`src/vpa_pkg.sv`:
```
package vpa_pkg;

	// Fixed field widths.
	localparam int OUT_W     = 24;
	localparam int CFG_W     = 16;
	localparam int TS_IN_W   = 32;
	localparam int CFG_IDX_W = 1;

	// Register indexes on the configuration port.
	localparam logic [CFG_IDX_W-1:0] REG_MAX_GAIN  = 1'd0;
	localparam logic [CFG_IDX_W-1:0] REG_REF_SPEED = 1'd1;

	localparam logic [CFG_W-1:0] GAIN_RESET = 16'd512;
	localparam logic [CFG_W-1:0] REF_RESET  = 16'd500;

	localparam int UNITY_GAIN = 256;
	localparam int MS_PER_S   = 1000;
	localparam int OUT_MAX    = 8388607;
	localparam int OUT_MIN    = -8388608;

	// Defaults for the top-level parameters.
	localparam int TIME_WIDTH_DEF    = 32;
	localparam int IDLE_LIMIT_MS_DEF = 500;
	localparam int VALUE_WIDTH_DEF   = 16;

endpackage

```
`src/velocity_pointer_accel_top.sv`:
```
// Speed-dependent gain for relative pointer motion.
// Input channel (in_valid/in_stall) carries one pointer event per transfer;
// output channel (out_valid/out_stall) returns exactly one result per event,
// in order. Configuration is written through cfg_we/cfg_index/cfg_data; the
// user must write it only while the block is idle, since the block does not
// enforce this. Index 0 is the maximum gain, index 1 the reference speed.
// One restoring divider (one quotient bit per cycle) and one multiplier are
// shared under a small sequencer, and a single event occupies the block:
// in_stall is high from the transfer until the result is in the output register.
// Non-relative events, other axes and long pauses bypass the divider. An event
// whose speed is at or below the reference takes one pass through the divider;
// a scaled event takes up to two passes. The output register frees the input
// side: a new event is taken while the previous result still waits, but the
// next result is held back while out_stall stays high. Reset clears both
// stored event times, loads the register reset values and empties the output
// register.
module velocity_pointer_accel_top
	import vpa_pkg::*;
#(
	parameter int TIME_WIDTH    = TIME_WIDTH_DEF,
	parameter int IDLE_LIMIT_MS = IDLE_LIMIT_MS_DEF,
	parameter int VALUE_WIDTH   = VALUE_WIDTH_DEF
) (
	input  logic                          clk,
	input  logic                          arst_n,
	input  logic                          cfg_we,
	input  logic [CFG_IDX_W-1:0]          cfg_index,
	input  logic [CFG_W-1:0]              cfg_data,
	input  logic                          in_valid,
	output logic                          in_stall,
	input  logic                          is_relative,
	input  logic [1:0]                    axis,
	input  logic signed [VALUE_WIDTH-1:0] delta_in,
	input  logic [TS_IN_W-1:0]            timestamp_ms,
	output logic                          out_valid,
	input  logic                          out_stall,
	output logic signed [OUT_W-1:0]       delta_out,
	output logic                          was_scaled
);

	localparam int TS_W   = (TIME_WIDTH < TS_IN_W) ? TIME_WIDTH : TS_IN_W;
	localparam int NUM_W  = VALUE_WIDTH + 10;
	localparam int DIV_W  = (NUM_W > 32) ? NUM_W : 32;
	localparam int CNT_W  = $clog2(DIV_W);
	localparam int MA_W   = ((VALUE_WIDTH > CFG_W) ? VALUE_WIDTH : CFG_W) + 1;
	localparam int PW     = MA_W + CFG_W + 1;

	localparam logic signed [PW-1:0] SAT_HI = PW'(OUT_MAX);
	localparam logic signed [PW-1:0] SAT_LO = PW'(OUT_MIN);

	localparam logic [3:0] S_IDLE  = 4'd0;
	localparam logic [3:0] S_LOAD  = 4'd1;
	localparam logic [3:0] S_DIV   = 4'd2;
	localparam logic [3:0] S_CMP   = 4'd3;
	localparam logic [3:0] S_MUL   = 4'd4;
	localparam logic [3:0] S_SCALE = 4'd5;
	localparam logic [3:0] S_FIN   = 4'd6;

	localparam logic [1:0] PH_SPEED = 2'd0;
	localparam logic [1:0] PH_GAIN  = 2'd1;
	localparam logic [1:0] PH_APPLY = 2'd2;

	logic [3:0]                    state_q;
	logic [1:0]                    phase_q;
	logic [CFG_W-1:0]              gain_q;
	logic [CFG_W-1:0]              ref_q;
	logic [TS_W-1:0]               last_x_q;
	logic [TS_W-1:0]               last_y_q;
	logic signed [VALUE_WIDTH-1:0] val_q;
	logic [VALUE_WIDTH-1:0]        aval_q;
	logic [CFG_W-1:0]              dt_q;
	logic [DIV_W-1:0]              quo_q;
	logic [CFG_W-1:0]              rem_q;
	logic [CFG_W-1:0]              dvs_q;
	logic [CNT_W-1:0]              cnt_q;
	logic signed [MA_W-1:0]        mula_q;
	logic [CFG_W-1:0]              mulb_q;
	logic signed [PW-1:0]          prod_q;
	logic                          scaled_q;
	logic                          out_valid_q;
	logic signed [OUT_W-1:0]       delta_out_q;
	logic                          was_scaled_q;

	logic                          in_xfer;
	logic [TS_W-1:0]               now_t;
	logic [TS_W-1:0]               last_t;
	logic [TS_W-1:0]               dt_full;
	logic                          dt_long;
	logic [VALUE_WIDTH-1:0]        aval_in;
	logic [CFG_W+1:0]              trial;
	logic signed [PW-1:0]          prod_next;
	logic signed [PW-1:0]          prod_adj;
	logic signed [PW-1:0]          prod_div;
	logic signed [OUT_W-1:0]       result;
	logic [CFG_W-1:0]              excess;

	assign in_stall   = (state_q != S_IDLE);
	assign in_xfer    = in_valid && !in_stall;
	assign out_valid  = out_valid_q;
	assign delta_out  = delta_out_q;
	assign was_scaled = was_scaled_q;

	always_comb begin
		now_t   = timestamp_ms[TS_W-1:0];
		last_t  = axis[0] ? last_y_q : last_x_q;
		dt_full = (now_t > last_t) ? (now_t - last_t) : TS_W'(1);
		dt_long = dt_full > TS_W'(IDLE_LIMIT_MS);
		aval_in = delta_in[VALUE_WIDTH-1] ? VALUE_WIDTH'(-delta_in) : VALUE_WIDTH'(delta_in);
	end

	// One restoring division step: remainder and next dividend bit against the divisor.
	assign trial = {1'b0, rem_q, quo_q[DIV_W-1]} - {2'b00, dvs_q};

	assign prod_next = PW'(mula_q) * PW'($signed({1'b0, mulb_q}));
	assign excess    = quo_q[CFG_W-1:0] - ref_q;

	// Division by 256 truncating toward zero, then saturation to the output range; unscaled events pass through.
	always_comb begin
		prod_adj = prod_q + (prod_q[PW-1] ? PW'(UNITY_GAIN - 1) : PW'(0));
		prod_div = prod_adj >>> 8;
		if (!scaled_q) begin
			result = OUT_W'(val_q);
		end else if (prod_div > SAT_HI) begin
			result = OUT_W'(SAT_HI);
		end else if (prod_div < SAT_LO) begin
			result = OUT_W'(SAT_LO);
		end else begin
			result = prod_div[OUT_W-1:0];
		end
	end

	always_ff @(posedge clk or negedge arst_n) begin
		if (!arst_n) begin
			gain_q <= GAIN_RESET;
			ref_q  <= REF_RESET;
		end else if (cfg_we) begin
			unique case (cfg_index)
				REG_MAX_GAIN: gain_q <= cfg_data;
				REG_REF_SPEED: ref_q <= (cfg_data == '0) ? CFG_W'(1) : cfg_data;
				default: ;
			endcase
		end
	end

	always_ff @(posedge clk or negedge arst_n) begin
		if (!arst_n) begin
			state_q     <= S_IDLE;
			phase_q     <= PH_SPEED;
			last_x_q    <= '0;
			last_y_q    <= '0;
			out_valid_q <= 1'b0;
			scaled_q    <= 1'b0;
			cnt_q       <= '0;
		end else begin
			// A finished event loads the output register whenever it is free or draining.
			if (state_q == S_FIN && (!out_valid_q || !out_stall)) begin
				out_valid_q <= 1'b1;
			end else if (out_valid_q && !out_stall) begin
				out_valid_q <= 1'b0;
			end
			unique case (state_q)
				S_IDLE: begin
					if (in_xfer) begin
						val_q    <= delta_in;
						aval_q   <= aval_in;
						dt_q     <= dt_full[CFG_W-1:0];
						phase_q  <= PH_SPEED;
						scaled_q <= 1'b0;
						if (!is_relative || axis[1]) begin
							state_q <= S_FIN;
						end else begin
							if (axis[0]) begin
								last_y_q <= now_t;
							end else begin
								last_x_q <= now_t;
							end
							state_q <= dt_long ? S_FIN : S_LOAD;
						end
					end
				end
				S_LOAD: begin
					rem_q <= '0;
					cnt_q <= CNT_W'(DIV_W - 1);
					if (phase_q == PH_GAIN) begin
						quo_q <= DIV_W'(prod_q[2*CFG_W-1:0]);
						dvs_q <= ref_q;
					end else begin
						quo_q <= DIV_W'(aval_q) * DIV_W'(MS_PER_S);
						dvs_q <= dt_q;
					end
					state_q <= S_DIV;
				end
				S_DIV: begin
					if (!trial[CFG_W+1]) begin
						rem_q <= trial[CFG_W-1:0];
						quo_q <= {quo_q[DIV_W-2:0], 1'b1};
					end else begin
						rem_q <= {rem_q[CFG_W-2:0], quo_q[DIV_W-1]};
						quo_q <= {quo_q[DIV_W-2:0], 1'b0};
					end
					cnt_q <= cnt_q - CNT_W'(1);
					if (cnt_q == '0) begin
						state_q <= (phase_q == PH_GAIN) ? S_SCALE : S_CMP;
					end
				end
				S_CMP: begin
					// quo_q holds the speed here.
					if (quo_q <= DIV_W'(ref_q)) begin
						state_q <= S_FIN;
					end else if (gain_q <= CFG_W'(UNITY_GAIN)) begin
						mula_q  <= MA_W'(val_q);
						mulb_q  <= CFG_W'(UNITY_GAIN);
						phase_q <= PH_APPLY;
						state_q <= S_MUL;
					end else if (quo_q >= DIV_W'({ref_q, 1'b0})) begin
						// An excess of at least the reference speed always clamps to the maximum gain.
						mula_q  <= MA_W'(val_q);
						mulb_q  <= gain_q;
						phase_q <= PH_APPLY;
						state_q <= S_MUL;
					end else begin
						mula_q  <= MA_W'({1'b0, excess});
						mulb_q  <= gain_q - CFG_W'(UNITY_GAIN);
						phase_q <= PH_GAIN;
						state_q <= S_MUL;
					end
				end
				S_MUL: begin
					prod_q <= prod_next;
					if (phase_q == PH_GAIN) begin
						state_q <= S_LOAD;
					end else begin
						scaled_q <= 1'b1;
						state_q  <= S_FIN;
					end
				end
				S_SCALE: begin
					mula_q  <= MA_W'(val_q);
					mulb_q  <= CFG_W'(UNITY_GAIN) + quo_q[CFG_W-1:0];
					phase_q <= PH_APPLY;
					state_q <= S_MUL;
				end
				S_FIN: begin
					if (!out_valid_q || !out_stall) begin
						delta_out_q  <= result;
						was_scaled_q <= scaled_q;
						state_q      <= S_IDLE;
					end
				end
				default: state_q <= S_IDLE;
			endcase
		end
	end

endmodule

```
`config.mk`:
```
export PLATFORM = sky130hd
export DESIGN_NAME = velocity_pointer_accel_top
export DESIGN_NICKNAME = d
export VERILOG_FILES = /design/src/vpa_pkg.sv /design/src/velocity_pointer_accel_top.sv
export SDC_FILE = /design/constraint.sdc
export NUM_CORES = 2
export LEC_CHECK = 0
export BUFFER_PORTS_ARGS = -buffer_cell sky130_fd_sc_hd__buf_2
export CORE_ASPECT_RATIO = 1.75
export CORE_MARGIN = 3
export CORE_UTILIZATION = 30
export CTS_BUF_LIST = sky130_fd_sc_hd__clkbuf_2 sky130_fd_sc_hd__clkbuf_4 sky130_fd_sc_hd__clkbuf_8
export DETAILED_ROUTE_END_ITERATION = 8
export HOLD_SLACK_MARGIN = 0.1
export PLACE_DENSITY = 0.48
export SLEW_MARGIN = 15
export SYNTH_ARGS = -nofsm -noshare
export SYNTH_HDL_FRONTEND = slang
export SYNTH_SLANG_ARGS = --single-unit
```
`constraint.sdc`:
```
create_clock -name clk -period 11.85 [get_ports clk]
set_clock_uncertainty 0.1 [all_clocks]
set_input_delay 0.5925 -clock clk [delete_from_list [all_inputs] [get_ports clk]]
set_output_delay 0.5925 -clock clk [all_outputs]
set_load 0.02 [all_outputs]
```
==> metrics <==
grt ovf=0; post-synth top area share=21.9%; main flop type after synthesis=edfxtp_1; H-tree depth=2; Die Span X=248 um; pins over their slew limit=0; status=finished, final reports clean; unrepaired setup endpoints after global routing=false; crit end category=register; Synth area leaders=fa_1 22%, edfxtp_1 20%, ha_1 9.6%; count leader, synth=inv_1; First-pass DRT Iterations=5; Seq/Total Area, Yosys=28.7%; worst hold path type=input port to register; FF-to-FF path depth=21; largest family of logic cells by synthesized area=adder cells; setup violators final=0; Syn Area/Cell=9.98 um2; vias in the first global route=24.4k; PortBufs=99; CP arrival=7550 ps; Yosys top cell by area=fa_1; R2R Path Start=mula_q[7]; Tcrit/Tclk final=61.5%; FF-to-FF setup slack=4570 ps; fmax=137 MHz; total wire length=93,900 um; CTS tree=yes; Worst-path clk slew=70 ps; Synth warnings=0; synth-to-layout area growth=11.0%; Post-synth top cells=443 x inv_1, 351 x nand2_1, 336 x fa_1; Worst Hold Depth=2; CP startpoint kind=register; Starting Density=30.3%; synthesized net count=3,720; FF-to-FF End=prod_q[33]; drt wl/cell=20.7 um; Bufs on Longest Clock Path=3; setup TNS=0 ps; CP required=12,120 ps; hpwl dp=76,700 um; Hold Crit Endpoint=gain_q[0]; die outline height=429 um; max-cap check violation count=0; mapped cell area=30,700 um2; ANT nets after route=0; drt drc=0; Root Driver=clkbuf_8; Slew HR=23.7%; cell count after synthesis=3,076; IO Pins=100; mux cell area share after synthesis=5.05%; pin count of the biggest net entering global routing=68; routability cong.=0.882; Post-synth EDFFs=203; Distinct cells, synth=87; FP Rows=154; buffer count from post-CTS setup fixing=0; CTS sink cnt=311; Synth Area in Adders=31.5%; clock period minus worst slack=7280 ps; Nets=3,817; first-pass GRT wire length=145,000 um; Synth Area in Compound Gates=9.87%; Initial DRC Count=1,101; Core Region=101,000 um2; XOR/XNOR Fraction of Synth Area=4.05%; critical-path maximum fanout=16; number of synthesized register bits=311; Hold Vio Cnt, Final=0; post-synthesis simple-gate area fraction=13.9%; type of the worst setup path=register to register; gr usage total=18.0%; initial antenna violation count=2; Die ar.=106,000 um2; ys async rst share=34.7%; Vias/cell=4.90; Hold Startpoint=cfg_data[0]; Clock Latency Late Sink=650 ps; layout cells sized above 1=10.7%; slew of the pin with the lowest slew margin=1140 ps; Vias=22.2k; Inserted Clock Buffers=49
[state kept, by name (all words and copies together) (netlist names)]
signal      cells
mulb_q         16
out_valid       1
dt_q           16
prod_q         34
state_q         3
aval_q         15
delta_out      24
last_x_q       32
was_scaled      1
rem_q          16
val_q          16
cnt_q           5
gain_q         16
last_y_q       32
scaled_q        1
mula_q         17
phase_q         2
quo_q          32
dvs_q          16
ref_q          16
[cell usage in the layout, fill, tap and decap left out, types with 20 or more instances in the layout]
cell,synthesis,final
inv_1,443,443
a211oi_1,21,21
o21ai_0,123,123
mux2_2,94,94
nand4_1,30,30
fa_1,336,336
ha_1,235,235
nor2b_1,22,21
a21o_1,32,32
nand2_1,351,351
o21a_1,20,20
nor2_1,143,138
a31oi_1,21,21
nor3_1,35,35
xnor2_1,100,100
nand3_1,55,54
dfrtp_1,101,101
mux2i_1,49,49
a21oi_1,128,126
nand2b_1,37,36
edfxtp_1,203,203
and2_1,121,121
clkbuf_8,0,52
buf_2,10,98
dlygate4sd3_1,0,46
xor2_1,42,42
[critical path, stage by stage, from the launching register on]
cell       delay (ps)
edfxtp_1          650
and2_1            300
fa_1              530
inv_1              60
fa_1              530
fa_1              520
inv_1              50
fa_1              470
fa_1              560
inv_1              60
fa_1              520
inv_1              40
ha_1              340
a21o_1            210
a2111oi_0         380
o211ai_1          170
a31oi_2           320
a31oi_1           270
o41ai_4           430
nor3_1            130
o32ai_2           280
xnor2_1           100
[metal layers]
metal / vias up / share of wire [%] / GRT usage [%]
met5: - / 0 / 0
met4: 0 / 6.9 / 10.4
met3: 209 / 2.1 / 1.22
met2: 406 / 58 / 36.9
met1: 11200 / 33 / 17.1
li1: 10400 / - / -
[cell type report]
| type | count | area (um2) |
|---|---|---|
| Antenna cell | 2 | 5.00 |
| Clock buffer | 65 | 813 |
| Clock inverter | 24 | 231 |
| Fill cell | 10500 | 67100 |
| Inverter | 443 | 1660 |
| Multi-Input combinational cell | 2209 | 19800 |
| Sequential cell | 311 | 8810 |
| Tap cell | 1326 | 1660 |
| Timing Repair Buffer | 159 | 1060 |
[stage by stage]
step | hold WS [ps] | instances | utilization (%) | area (um2) | setup WS [ps]
2_1_floorplan | 197 | 3076 | - | 30700 | 5220
3_3_place_gp | 356 | 4402 | 32.2 | 32500 | 4490
3_5_place_dp | 377 | 4402 | 32.2 | 32500 | 4500
4_1_cts | 100 | 4537 | 33.7 | 34100 | 4500
5_1_grt | 130 | 4538 | 33.7 | 34100 | 4160
6_report | 156 | 4539 | 33.7 | 34100 | 4570
[worst max path at each step]
stage,start,end,slack [ps],cells past startpoint
6_report,mula_q[7],prod_q[33],4570,21
5_1_grt,mulb_q[10],prod_q[33],4160,21
4_1_cts,mula_q[7],prod_q[33],4500,21
3_5_place_dp,mula_q[7],prod_q[33],4500,21
3_3_place_gp,mula_q[7],prod_q[33],4490,21
2_1_floorplan,mulb_q[4],prod_q[33],5220,22
[cells by family after synthesis]
group | after synthesis
AO/OA/AOI/OAI | 471
adder cells (fa/ha/maj) | 571
flip-flops | 311
buffers and inverters | 556
AND/OR/NAND/NOR | 882
multiplexers | 143
XOR/XNOR | 142
[repair_timing]
| item | 4_1_cts | 5_1_grt |
|---|---|---|
| hold buffers | 46 | 0 |
| resized for setup | 0 | 0 |
| hold endpoints to repair | 113 | 0 |
Power is left out: the tool's default activity adds up to more than one toggle a clock period on the data nets, which glitch-free logic cannot reach.
